<file path="src/rtl/battery_monitor_frame_decoder_core_macros.svh">
// Assertion macros for the battery monitor frame decoder.
// Used by battery_monitor_frame_decoder_core.sv; relies on clk and arst_n in scope.
`ifndef BATTERY_MONITOR_FRAME_DECODER_CORE_MACROS_SVH
`define BATTERY_MONITOR_FRAME_DECODER_CORE_MACROS_SVH

// Same-cycle implication, checked on every rising edge outside reset.
`define BMFD_ASSERT_NOW(label, ante, cons, msg) \
	label: assert property (@(posedge clk) disable iff (!arst_n) (ante) |-> (cons)) \
		else $error(msg);

// Next-cycle implication, checked on every rising edge outside reset.
`define BMFD_ASSERT_NEXT(label, ante, cons, msg) \
	label: assert property (@(posedge clk) disable iff (!arst_n) (ante) |=> (cons)) \
		else $error(msg);

`endif

</file>
<file path="src/rtl/bmfd_pkg.sv">
// Shared types and constants of the battery monitor frame decoder.
// No dependencies; used by the field unit, the top level and the testbench.
package bmfd_pkg;

	// Frame preamble, in arrival order.
	localparam logic [7:0] PREAMBLE [4] = '{8'h68, 8'h31, 8'hCE, 8'h68};
	localparam logic [7:0] PRE_FIRST = 8'h68;

	// Frame layout and checks.
	localparam int MIN_FRAME    = 10;
	localparam int LEN_OVERHEAD = 7;
	localparam int DATA_OFS     = 6;
	localparam int CMD_OFS      = 4;
	localparam int DLEN_OFS     = 5;

	// Result status codes.
	localparam logic [1:0] ST_OK       = 2'd0;
	localparam logic [1:0] ST_SHORT    = 2'd1;
	localparam logic [1:0] ST_BAD_LEN  = 2'd2;
	localparam logic [1:0] ST_NO_ROOM  = 2'd3;

	// Configuration register indexes.
	localparam logic [0:0] CFG_END_MARKER  = 1'd0;
	localparam logic [0:0] CFG_FRAME_LIMIT = 1'd1;

	// Reset values of the configuration registers.
	localparam logic [7:0] END_MARKER_RST  = 8'h16;
	localparam logic [7:0] FRAME_LIMIT_RST = 8'd128;

	// How the field unit treats the field that is being assembled.
	typedef struct packed {
		logic is_byte;
		logic is_signed;
		logic is_last;
	} field_ctl_t;

endpackage

</file>
<file path="src/rtl/bmfd_if.sv">
// Valid/ready channel interfaces of the battery monitor frame decoder.
// Depends on nothing; the payload widths follow the frame decoder's fields.
interface bmfd_rx_if;
	logic       valid;
	logic       ready;
	logic [7:0] rx_byte;

	modport source (output valid, output rx_byte, input ready);
	modport sink (input valid, input rx_byte, output ready);
endinterface

interface bmfd_result_if;
	logic               valid;
	logic               ready;
	logic [1:0]         status;
	logic [7:0]         command;
	logic [7:0]         declared_len;
	logic [7:0]         frame_len;
	logic [4:0]         field_kind;
	logic signed [16:0] field_value;
	logic               last;

	modport source (output valid, output status, output command, output declared_len,
		output frame_len, output field_kind, output field_value, output last,
		input ready);
	modport sink (input valid, input status, input command, input declared_len,
		input frame_len, input field_kind, input field_value, input last,
		output ready);
endinterface

</file>
<file path="src/rtl/bmfd_field_unit.sv">
// Shared field unit: classifies the current field and assembles its raw value.
// Depends on bmfd_pkg for field_ctl_t.
module bmfd_field_unit import bmfd_pkg::*; #(
	parameter int CELL_COUNT = 13,
	parameter int KW = 5
) (
	input  logic [KW-1:0]      kind,
	input  logic [7:0]         lo,
	input  logic [7:0]         hi,
	output field_ctl_t         ctl,
	output logic signed [16:0] value
);

	localparam logic [KW-1:0] K_CURRENT = KW'(CELL_COUNT + 1);
	localparam logic [KW-1:0] K_CHARGE  = KW'(CELL_COUNT + 2);
	localparam logic [KW-1:0] K_TEMP1   = KW'(CELL_COUNT + 3);
	localparam logic [KW-1:0] K_TEMP2   = KW'(CELL_COUNT + 4);

	always_comb begin
		ctl.is_byte   = (kind == K_CHARGE);
		ctl.is_signed = (kind == K_CURRENT) || (kind == K_TEMP1) || (kind == K_TEMP2);
		ctl.is_last   = (kind == K_TEMP2);
		if (ctl.is_byte) begin
			value = {9'd0, lo};
		end else begin
			value = {ctl.is_signed & hi[7], hi, lo};
		end
	end

endmodule

</file>
<file path="src/rtl/battery_monitor_frame_decoder_core.sv">
// Battery monitor frame decoder, top level.
// Depends on bmfd_pkg, bmfd_if.sv, bmfd_field_unit and the assertion macro header.
//
// The decoder takes one received byte per transfer on rx and hunts for the
// preamble 68 31 CE 68; a byte that breaks the match restarts the hunt and
// counts as a new first byte if it is 0x68. After the preamble it stores
// bytes until one equals end_marker or the frame reaches frame_limit bytes
// (never more than FRAME_BYTES), then checks the frame and answers on result.
// A frame under 10 bytes, one whose declared length plus 7 exceeds its
// length, or one too short for the fields gives a single error result with
// last set. A good frame gives CELL_COUNT + 5 results: the cell voltages,
// total voltage, signed current, charge and two signed temperatures. While
// hunting and capturing, rx takes one byte every cycle. At frame end rx is
// held off until the last result transfer: an error result is offered the
// cycle after the closing byte; in a good frame one shared field unit reads
// the frame store one byte per cycle while it fetches, so each two-byte field
// takes the fetch states S_LO and S_HI and the charge byte S_LO alone, and
// each result then waits in S_OUT for its transfer. The store's single read
// port sets that pace. Configuration is written through cfg_we, cfg_index and
// cfg_wdata, and takes effect at once; write it only while the decoder is
// idle.
`include "battery_monitor_frame_decoder_core_macros.svh"

module battery_monitor_frame_decoder_core import bmfd_pkg::*; #(
	parameter int FRAME_BYTES = 128,
	parameter int CELL_COUNT = 13
) (
	input  logic          clk,
	input  logic          arst_n,
	input  logic          cfg_we,
	input  logic [0:0]    cfg_index,
	input  logic [7:0]    cfg_wdata,
	bmfd_rx_if.sink       rx,
	bmfd_result_if.source result
);

	// Width of the fill count (holds FRAME_BYTES itself), at least the byte width.
	localparam int FILL_W = $clog2(FRAME_BYTES + 1);
	localparam int CW = (FILL_W > 8) ? FILL_W : 8;
	localparam int AW = $clog2(FRAME_BYTES);
	localparam int KW = $clog2(CELL_COUNT + 5);
	localparam int KO = (KW > 5) ? KW : 5;
	localparam int NEED_BYTES = DATA_OFS + 2 * CELL_COUNT + 9;

	typedef enum logic [1:0] {
		S_RUN,
		S_LO,
		S_HI,
		S_OUT
	} state_t;

	state_t state_q;

	// Configuration registers.
	logic [7:0] end_marker_q;
	logic [7:0] frame_limit_q;

	// Hunt and capture state.
	logic [1:0]    match_q;
	logic          capturing_q;
	logic [CW-1:0] fill_q;

	// Frame store with a registered read port.
	logic [7:0]    store_mem [FRAME_BYTES];
	logic [AW-1:0] addr_q;
	logic [AW-1:0] addr_d;
	logic [7:0]    rdata_q;
	logic          store_we;

	// Result registers.
	logic [1:0]         status_q;
	logic [7:0]         command_q;
	logic [7:0]         dlen_q;
	logic [7:0]         frame_len_q;
	logic [KO-1:0]      kind_q;
	logic signed [16:0] value_q;
	logic               last_q;
	logic [7:0]         lo_q;

	// Field unit connections.
	field_ctl_t         fctl;
	logic signed [16:0] fvalue;
	logic [7:0]         unit_lo;

	logic          rx_xfer;
	logic          res_xfer;
	logic [CW-1:0] fill_nx;
	logic [CW-1:0] limit;
	logic          frame_close;
	logic [1:0]    end_status;

	assign rx.ready  = (state_q == S_RUN);
	assign rx_xfer   = rx.valid && rx.ready;
	assign res_xfer  = result.valid && result.ready;
	assign store_we  = rx_xfer && capturing_q && (fill_q < CW'(FRAME_BYTES));

	// The fill count saturates at the store depth; the effective limit never exceeds it.
	assign fill_nx   = (fill_q < CW'(FRAME_BYTES)) ? fill_q + CW'(1) : fill_q;
	assign limit     = (CW'(frame_limit_q) > CW'(FRAME_BYTES)) ? CW'(FRAME_BYTES)
		: CW'(frame_limit_q);
	assign frame_close = (rx.rx_byte == end_marker_q) || (fill_nx >= limit);

	// Frame checks in priority order. The declared length byte is always captured
	// once the frame is at least ten bytes long.
	always_comb begin
		if (fill_nx < CW'(MIN_FRAME)) begin
			end_status = ST_SHORT;
		end else if ((CW+1)'(dlen_q) + (CW+1)'(LEN_OVERHEAD) > (CW+1)'(fill_nx)) begin
			end_status = ST_BAD_LEN;
		end else if (fill_nx < CW'(NEED_BYTES)) begin
			end_status = ST_NO_ROOM;
		end else begin
			end_status = ST_OK;
		end
	end

	// The low byte comes straight from the store for a one-byte field.
	assign unit_lo = (state_q == S_LO) ? rdata_q : lo_q;

	bmfd_field_unit #(
		.CELL_COUNT(CELL_COUNT),
		.KW(KO)
	) u_field (
		.kind(kind_q),
		.lo(unit_lo),
		.hi(rdata_q),
		.ctl(fctl),
		.value(fvalue)
	);

	// The read address steps by one for every byte that a fetch state consumes,
	// so rdata_q holds the byte at addr_q while the fields are fetched.
	always_comb begin
		addr_d = addr_q;
		unique case (state_q)
			S_RUN: begin
				if (rx_xfer && capturing_q && frame_close) begin
					addr_d = AW'(DATA_OFS);
				end
			end
			S_LO, S_HI: begin
				addr_d = addr_q + AW'(1);
			end
			S_OUT: begin
				addr_d = addr_q;
			end
			default: begin
				addr_d = addr_q;
			end
		endcase
	end

	always_ff @(posedge clk) begin
		if (store_we) begin
			store_mem[fill_q[AW-1:0]] <= rx.rx_byte;
		end
		rdata_q <= store_mem[addr_d];
	end

	always_ff @(posedge clk or negedge arst_n) begin
		if (!arst_n) begin
			end_marker_q  <= END_MARKER_RST;
			frame_limit_q <= FRAME_LIMIT_RST;
		end else if (cfg_we) begin
			unique case (cfg_index)
				CFG_END_MARKER:  end_marker_q <= cfg_wdata;
				CFG_FRAME_LIMIT: frame_limit_q <= cfg_wdata;
				default: begin
				end
			endcase
		end
	end

	always_ff @(posedge clk or negedge arst_n) begin
		if (!arst_n) begin
			state_q     <= S_RUN;
			match_q     <= 2'd0;
			capturing_q <= 1'b0;
			fill_q      <= '0;
			addr_q      <= '0;
			kind_q      <= '0;
			last_q      <= 1'b0;
			status_q    <= ST_OK;
			command_q   <= '0;
			dlen_q      <= '0;
			frame_len_q <= '0;
			value_q     <= '0;
			lo_q        <= '0;
		end else begin
			addr_q <= addr_d;
			unique case (state_q)
				S_RUN: begin
					if (rx_xfer && !capturing_q) begin
						if (rx.rx_byte == PREAMBLE[match_q]) begin
							if (match_q == 2'd3) begin
								capturing_q <= 1'b1;
								fill_q      <= CW'(4);
								match_q     <= 2'd0;
								dlen_q      <= '0;
							end else begin
								match_q <= match_q + 2'd1;
							end
						end else begin
							match_q <= (rx.rx_byte == PRE_FIRST) ? 2'd1 : 2'd0;
						end
					end else if (rx_xfer) begin
						if (fill_q == CW'(CMD_OFS)) begin
							command_q <= rx.rx_byte;
						end
						if (fill_q == CW'(DLEN_OFS)) begin
							dlen_q <= rx.rx_byte;
						end
						if (frame_close) begin
							capturing_q <= 1'b0;
							fill_q      <= '0;
							match_q     <= 2'd0;
							frame_len_q <= fill_nx[7:0];
							status_q    <= end_status;
							kind_q      <= '0;
							if (end_status == ST_OK) begin
								state_q <= S_LO;
							end else begin
								value_q <= '0;
								last_q  <= 1'b1;
								state_q <= S_OUT;
							end
						end else begin
							fill_q <= fill_nx;
						end
					end
				end
				S_LO: begin
					lo_q <= rdata_q;
					if (fctl.is_byte) begin
						value_q <= fvalue;
						last_q  <= fctl.is_last;
						state_q <= S_OUT;
					end else begin
						state_q <= S_HI;
					end
				end
				S_HI: begin
					value_q <= fvalue;
					last_q  <= fctl.is_last;
					state_q <= S_OUT;
				end
				S_OUT: begin
					if (res_xfer) begin
						if (last_q) begin
							state_q <= S_RUN;
						end else begin
							kind_q  <= kind_q + KO'(1);
							state_q <= S_LO;
						end
					end
				end
				default: begin
					state_q <= S_RUN;
				end
			endcase
		end
	end

	assign result.valid        = (state_q == S_OUT);
	assign result.status       = status_q;
	assign result.command      = command_q;
	assign result.declared_len = dlen_q;
	assign result.frame_len    = frame_len_q;
	assign result.field_kind   = kind_q[4:0];
	assign result.field_value  = value_q;
	assign result.last         = last_q;

	// The two sides never run at once: bytes are taken only while no result waits.
	`BMFD_ASSERT_NOW(a_no_overlap, rx.ready, !result.valid, "rx ready while a result is offered")
	// Every error result closes its frame.
	`BMFD_ASSERT_NOW(a_err_last, result.valid && (result.status != ST_OK), result.last,
		"error result without last")
	// After the final result of a frame the decoder takes bytes again.
	`BMFD_ASSERT_NEXT(a_resume, res_xfer && result.last, rx.ready,
		"decoder did not resume after the final result")
	// Within a good frame the next field is fetched, not new bytes taken.
	`BMFD_ASSERT_NEXT(a_hold_rx, res_xfer && !result.last, !rx.ready,
		"rx ready in the middle of a frame's results")

endmodule

</file>
<file path="src/flat_wrapper.sv">
// flat-port wrapper written by rule: the top's interface ports become plain ports
module battery_monitor_frame_decoder_core_flat import bmfd_pkg::*;
#(
	parameter int FRAME_BYTES = 128,
	parameter int CELL_COUNT = 13
)
  (clk, arst_n, cfg_we, cfg_index, cfg_wdata, rx_valid, rx_rx_byte, rx_ready, result_valid, result_status, result_command, result_declared_len, result_frame_len, result_field_kind, result_field_value, result_last, result_ready);
  bmfd_rx_if rx_i ();
  bmfd_result_if result_i ();
  input  logic clk;
  input  logic arst_n;
  input  logic cfg_we;
  input  logic [0:0] cfg_index;
  input  logic [7:0] cfg_wdata;
  input wire logic [$bits(rx_i.valid)-1:0] rx_valid;
  input wire logic [$bits(rx_i.rx_byte)-1:0] rx_rx_byte;
  output wire logic [$bits(rx_i.ready)-1:0] rx_ready;
  output wire logic [$bits(result_i.valid)-1:0] result_valid;
  output wire logic [$bits(result_i.status)-1:0] result_status;
  output wire logic [$bits(result_i.command)-1:0] result_command;
  output wire logic [$bits(result_i.declared_len)-1:0] result_declared_len;
  output wire logic [$bits(result_i.frame_len)-1:0] result_frame_len;
  output wire logic [$bits(result_i.field_kind)-1:0] result_field_kind;
  output wire logic [$bits(result_i.field_value)-1:0] result_field_value;
  output wire logic [$bits(result_i.last)-1:0] result_last;
  input wire logic [$bits(result_i.ready)-1:0] result_ready;
  assign rx_i.valid = rx_valid;
  assign rx_i.rx_byte = rx_rx_byte;
  assign rx_ready = rx_i.ready;
  assign result_valid = result_i.valid;
  assign result_status = result_i.status;
  assign result_command = result_i.command;
  assign result_declared_len = result_i.declared_len;
  assign result_frame_len = result_i.frame_len;
  assign result_field_kind = result_i.field_kind;
  assign result_field_value = result_i.field_value;
  assign result_last = result_i.last;
  assign result_i.ready = result_ready;
  battery_monitor_frame_decoder_core #(.FRAME_BYTES(FRAME_BYTES), .CELL_COUNT(CELL_COUNT)) u_core (.clk(clk), .arst_n(arst_n), .cfg_we(cfg_we), .cfg_index(cfg_index), .cfg_wdata(cfg_wdata), .rx(rx_i), .result(result_i));
endmodule
</file>
<file path="config.mk">
export PLATFORM = sky130hd
export DESIGN_NAME = battery_monitor_frame_decoder_core_flat
export DESIGN_NICKNAME = d
export VERILOG_FILES = /design/src/rtl/bmfd_pkg.sv /design/src/rtl/bmfd_if.sv /design/src/rtl/bmfd_field_unit.sv /design/src/rtl/battery_monitor_frame_decoder_core.sv /design/src/flat_wrapper.sv
export VERILOG_INCLUDE_DIRS = /design/src /design/src/rtl
export SDC_FILE = /design/constraint.sdc
export NUM_CORES = 2
export LEC_CHECK = 0
export ABC_AREA = 1
export BUFFER_PORTS_ARGS = -buffer_cell sky130_fd_sc_hd__buf_2
export CORE_UTILIZATION = 65
export DETAILED_ROUTE_END_ITERATION = 16
export PLACE_DENSITY_LB_ADDON = 0.12
export SLEW_MARGIN = 15
export SYNTH_ARGS = -nofsm -noshare
export SYNTH_HDL_FRONTEND = slang
export SYNTH_SLANG_ARGS = --single-unit
export TNS_END_PERCENT = 20
</file>
<file path="constraint.sdc">
create_clock -name clk -period 6.2 [get_ports clk]
set_clock_uncertainty 0.2 [all_clocks]
set_input_delay 0.62 -clock clk [delete_from_list [all_inputs] [get_ports clk]]
set_output_delay 0.62 -clock clk [all_outputs]
set_load 0.02 [all_outputs]
</file>
# Word level (Yosys, flattened, before mapping)
# Memories as Yosys holds them, arrays and structs flattened. A register that Yosys moved wholly into a read port is not among the register bits.
# Index checks and enable logic that the tools add are counted.
# W data, S select, Z words.
[op_classes] bitwise=4 n_eq_ne=22 reduce_logical=29 add_sub_neg=5 mux=61 magnitude_cmp=7
[op_table] op="$mux W8" count=15
[op_table] op="$mux W17" count=6
[op_table] op="$pmux W17 S3" count=1
[op_table] op="$mux W2" count=13
[op_table] op="$mux W5" count=5
[op_table] op="$pmux W7 S3" count=1
[op_table] op="$bmux W8 S2" count=1
[op_table] op="$eq A8 B3 Y1 const B" count=2
[op_table] op="$eq A8 B8 Y1" count=2
[op_table] op="$ne A2 B2 Y1 const B" count=8
[op_table] op="$reduce_and A4 Y1" count=4
[op_table] op="$mux W1" count=15
[op_table] op="$reduce_and A6 Y1" count=2
[op_table] op="$eq A5 B4 Y1 const B" count=2
[op_table] op="$eq A5 B5 Y1 const B" count=2
[op_table] op="$pmux W5 S2" count=1
[op_table] op="$reduce_and A5 Y1" count=2
[op_table] op="$add A8 B3 Y9 const B" count=1
[op_table] op="$gt A9 B8 Y1" count=1
[op_table] op="$add A8 B1 Y8 const B" count=1
[op_table] op="$eq A8 B7 Y1 const B" count=1
[op_table] op="$ge A8 B8 Y1" count=1
[op_table] op="$gt A8 B8 Y1 const B" count=1
[op_table] op="$lt A8 B4 Y1 const B" count=1
[op_table] op="24 further kinds" count=39
[totals] memories=1 out_inout_bits=51 ramBits=1024 register_bits=93
[memory_table] memory="u_core.store_mem" words=128 width=8 read_ports=1 rd_clocked_by_memory_dff=1 write_ports=1 line="battery_monitor_frame_decoder_core.sv:64" rtl="logic [7:0] store_mem [FRAME_BYTES];"

# Longest topological paths before layout
[depth] depth_word=12 ltp_mapped=29

# Cells and area by module
# A second synthesis with hierarchy kept.
[hier_totals] hier_cells=4766 hier_area_um2=50802.5
[modules_own_cells] mod="battery_monitor_frame_decoder_core" instances=1 cells_each=4727 area_each_um2=50609.8
[modules_own_cells] mod="bmfd_field_unit" instances=1 cells_each=39 area_each_um2=192.7

# Worst setup path after synthesis
# No wires, ideal clock.
[synth_path] kind="reg-to-reg" from="register u_core.fill_q[0]" to="register u_core.rdata_q[0], read port of u_core.store_mem" slack_ns=2.829 required_ns=5.887 arrival_time_ns=3.058 stages_incl_launch_ff=24 path_cell_list="dfrtp_1 > inv_1 > nor3_2 > nand2_1 > xor2_1 > inv_1 > ha_1 > nand2_1 > a21oi_1 > nor2_1 > nand3_1 > o21bai_2 > buf_6 > buf_4 > clkbuf_1 > nand3b_1 > nand3_1 > nand3_1 > nand3_1 > nand3_1 > nand3_1 > nand2_1 > nand2_1 > nand2_1"
[synth_via] elab_chain_cells=7 elab_cells_between_ends=8 cone_classes="1 x add/sub; 2 x order compare; 3 x mux; 2 x reduce/logical"
[synth_rtl] element="start, declared" line="battery_monitor_frame_decoder_core.sv:61" rtl="logic [CW-1:0] fill_q;"
[synth_rtl] element="start signal, assigned" line="battery_monitor_frame_decoder_core.sv:228" rtl="fill_q <= fill_nx;"
[synth_rtl] element="$add A8 B1 Y8 or $lt A8 B8 Y1 (tied branches)" line="battery_monitor_frame_decoder_core.sv:98" rtl="assign fill_nx = (fill_q < CW'(FRAME_BYTES)) ? fill_q + CW'(1) : fill_q;"
[synth_rtl] element="$mux W8 *" line="battery_monitor_frame_decoder_core.sv:98"
[synth_rtl] element="net u_core.fill_nx[5]" line="battery_monitor_frame_decoder_core.sv:87" rtl="logic [CW-1:0] fill_nx;"
[synth_rtl] element="$ge A8 B8 Y1 *" line="battery_monitor_frame_decoder_core.sv:101" rtl="assign frame_close = (rx.rx_byte == end_marker_q) || (fill_nx >= limit);"
[synth_rtl] element="$logic_or A1 B1 Y1 *" line="battery_monitor_frame_decoder_core.sv:101"
[synth_rtl] element="$logic_and A1 B1 Y1 *" line="battery_monitor_frame_decoder_core.sv:137" rtl="if (rx_xfer && capturing_q && frame_close) begin"
[synth_rtl] element="$mux W7 *" line="battery_monitor_frame_decoder_core.sv:137"
[synth_rtl] element="$pmux W7 S3 *" line="battery_monitor_frame_decoder_core.sv:135" rtl="unique case (state_q)"
[synth_rtl] element="end, declared" line="battery_monitor_frame_decoder_core.sv:67" rtl="logic [7:0] rdata_q;"
# The timed path passes the listed nets; every way through them passes the cells marked *.
# A chain may end at the register's enable or synchronous reset.

# Final worst setup path
[layout_path] from="register u_core.fill_q[0]" to="register u_core.rdata_q[6], read port of u_core.store_mem"
# Same word-level chain as after synthesis.

==> out/results.txt <==
The flow ran to the end, and the final reports show no timing, DRC or antenna violations. Of all nets on the critical path, the largest fanout is 62. In this run the count of I/O pins placed on the die edge is 73. The routability congestion estimate is 0.909, and the worst setup slack before clock tree synthesis is 1.07 ns. The tools report the max-slew violation count as 0.

For this design the total switching power over the nets is 14.4 mW. The run gives 0.0497 sq mm as the cell area after technology mapping. The count of cells in the finished layout, fillers not included, comes to 5794. In this run the remaining antenna-violating nets after routing total 0. The net count after synthesis is 4797, and the pin slew with the least headroom to its limit is 1.16 ns.

Clock tree root driver cell: sky130_fd_sc_hd__clkbuf_16. Among all stages on the critical path, the largest delay is contributed by sky130_fd_sc_hd__nand3_2. The floorplan step defined a die boundary enclosing 0.0775 sq mm.

The number of cells on the worst hold path is 3. Dividing the detail-routed wire length by the instance count gives 22.4 um. The final cycle utilization of the critical path works out to 85.7%.

For the largest net degree at the start of global routing, the log shows 177. Synthesis handed over a netlist of 4741 instances. The internal power of the cells was 16.8 mW. The count of unresolved DRC violations after routing is 0, and the combined global-route utilization of all metal layers is 33.8%.

TritonCTS buffer count: 111. The antenna diode count was 0; the final worst setup slack was 0.885 ns. The leakage power summed over all cells was 22.0 nW; the half-perimeter wire length after detailed placement was 74900 um.

Across the run, the number of max-cap violations was 0. TritonCTS built the clock tree. Clock-pin slew was measured on the worst setup and hold paths at 0.06 ns. The via count of the first global-routing pass came out at 33300.

The clock network is responsible for 21.6% of the overall power. The number of cells in the design after placement was 5580; the share of post-route cells with drive strength above 1 was 7.13%. The number of different library cells in the post-synthesis netlist is 49. The critical path is of the reg -> reg type. Worst min-delay path category: in -> reg.

In the layout the commonest cells are sky130_fd_sc_hd__nand2_1, sky130_fd_sc_hd__edfxtp_1, sky130_fd_sc_hd__nand3_1. The tools report the number of placement rows as 100. The cell repeated most along the worst path is sky130_fd_sc_hd__nand2_1. For the number of H-tree levels, the log shows 3. The clock drives 1125 sinks. Setup violations remaining at the end of the flow were counted as 0.

The number of flops mapped to enable cells by yosys was 1024; the share of synthesized registers carrying an async set or reset was 8.27%. The die is 278 um wide. For the post-cts resize count, the log shows 0. The first global-routing pass estimated 197000 um of wire.

In this run, flip-flops and latches consume 28.2% of the power. For this block, the initial DRC count from the detailed router was 4471. Number of antenna violations at the first check in global routing: 0. The tools report the type of element capturing the critical path as a flip-flop. The net count of the finished layout is 4786. The final hold slack came out at 0.0293 ns.

The library cell used most frequently in the layout, excluding fill and tap cells, is sky130_fd_sc_hd__nand2_1. The overall power after layout is 31.1 mW, and the power density relative to cell area is 573 mW/mm^2. The logs give 66.2% for the effective utilization at floorplan and 0.0751 sq mm for the core area. The switching part of the total is 46.2%, and the post-detailed-routing wire length is 130000 um. IR analysis of the VDD net gives a maximum drop of 0.891 mV. For the share of total power in combinational logic, the log shows 50.2%.

Total count of hold-check failures in the final report: 0. Critical path data required time: 6.61 ns. Adding up every negative setup slack in the final design gives 0 ns.

The total of buffers placed on input and output ports is 72, and the delay of the slowest critical-path stage is 0.67 ns. The minimum clock period after layout came out at 5.32 ns. Among all flip-flop cells after synthesis, the most frequent one is sky130_fd_sc_hd__edfxtp_1.

In the routed layout, each cell is associated on average with a via count of 5.99. The worst register-to-register path has a depth of 17. The worst setup path is launched from a flip-flop. For this run, the top clock speed supported by timing is 188 MHz. Data on the critical path arrives at its endpoint at 5.73 ns.

Yosys printed 0 warnings. The area added between synthesis and finish is 9.37%, and the total via count after detailed routing is 34700. The number of setup buffers added after CTS came out at 0. After global routing the overflow that remains totals 0. The per-instance average area after synthesis was 10.5 sq um. The signal on the critical path passes through ha_1, nand3_1, nor3_1, xor2_1, ha_1, nand2_1, nor2_1, nand4_1, nand3_1, o21bai_4, buf_4, nand3_2, clkinv_1, nand3_1, nand2_1, nand2_1, nand2_1. The relative slew slack came out at 22.6%. The first detailed-routing pass ran for 6 iterations. The die is 278 um tall. The share of the Yosys chip area taken by registers is 66.9%. Clock latency on the worst-skew pair, taken at its later pin, is 0.68 ns. Setup repair after global routing left no endpoint under its margin. Synthesis inferred 1125 register bits. The buffer depth of the longest clock path is 3.
==> sequential cells by signal (all words and copies together) (netlist names) <==
signal,count
u_core.addr_q,7
u_core.capturing_q,1
u_core.end_marker_q,8
u_core.fill_q,8
u_core.frame_limit_q,8
u_core.lo_q,8
u_core.match_q,2
u_core.rdata_q,8
u_core.result.command,8
u_core.result.declared_len,8
u_core.result.field_kind,5
u_core.result.field_value,17
u_core.result.frame_len,8
u_core.result.last,1
u_core.result.status,2
u_core.state_q,2
u_core.store_mem,1024
==> Yosys cell counts, drive strengths merged, types with 10 or more instances <==
cell,count,area share [%]
inv,503,3.8
a21oi,15,0.15
ha,34,0.86
nand2,1423,11
edfxtp,1024,62
clkbuf,61,0.46
nand3b,177,2.7
nand4,10,0.13
nor2,177,1.3
o31ai,10,0.18
o21ai,73,0.74
xor2,10,0.18
nand3,860,8.7
dfrtp,89,4.5
buf,206,2.2
==> layer usage <==
layer  vias up  global-route usage [%]  wire length, um
met5         -                       0                0
met4         0                    15.0             5820
met3       330                    6.58            14100
met2      1994                    54.0            61300
met1     16500                    45.4            48700
li1      15900                       -                -
==> timing repair <==
item	CTS	global route
hold endpoints to repair	19	0
hold buffers	6	0
setup endpoints to repair	0	0
==> power groups by stage <==
stage / sequential, mW / clock [mW] / combinational (mW)
2_1_floorplan: 8.98 / 0 / 10.6
5_1_grt: 8.80 / 7.00 / 17.0
3_3_place_gp: 8.94 / 0 / 15.1
3_5_place_dp: 8.94 / 0 / 15.3
4_1_cts: 8.78 / 6.73 / 15.4
6_report: 8.79 / 6.71 / 15.6
==> path summary, 6_finish.rpt <==
kind / from / to / slack, ns
setup / recovery: u_core.fill_q[0] / u_core.rdata_q[6] / 0.88
hold / removal: cfg_wdata[5] / u_core.frame_limit_q[5] / 0.03
setup reg to reg: u_core.fill_q[0] / u_core.rdata_q[6] / 0.88
hold reg to reg: u_core.result.field_value[4] / u_core.result.field_value[4] / 0.28
max in group asynchronous: arst_n / u_core.result.field_value[14] / 4.35
min in group asynchronous: arst_n / u_core.result.command[6] / 0.16
==> through the flow <==
| step | area (sq um) | utilization [%] |
|---|---|---|
| final | 54300 | 72.4 |
| after global routing | 54300 | 72.4 |
| after CTS | 54300 | 72.4 |
| after detailed placement | 50600 | 67.5 |
| after global placement | 50600 | 67.5 |
| after floorplan | 49700 | - |
==> cell type report <==
| type | count | area (sq um) |
|---|---|---|
| clock buffer | 143 | 3000 |
| clock inverter | 65 | 612 |
| fill | 5220 | 20700 |
| inverter | 505 | 1910 |
| multi-input combinational | 2844 | 13200 |
| sequential | 1125 | 33200 |
| tap | 969 | 1210 |
| timing repair buffer | 143 | 1110 |
==> cells by family after synthesis <==
kind of cell / Yosys count / share of synthesized area [%]
AO/OA/AOI/OAI: 131 / 1.59
XOR/XNOR: 13 / 0.229
adder cells (fa/ha/maj): 34 / 0.856
buffers and inverters: 772 / 6.50
flip-flops: 1125 / 66.9
AND/OR/NAND/NOR: 2666 / 23.9
==> worst max-delay path: cells and delay by family (launching register included) <==
| kind | cells | cell delay [ns] |
|---|---|---|
| xor gates and xnor gates | 1 | 0.35 |
| DFF | 1 | 0.50 |
| adders and majority gates | 2 | 0.52 |
| AOI/OAI and AO/OA | 1 | 0.33 |
| buffers and inverters | 2 | 1.26 |
| and+or+nand+nor | 11 | 2.04 |
(Power assumes the default switching activity.)
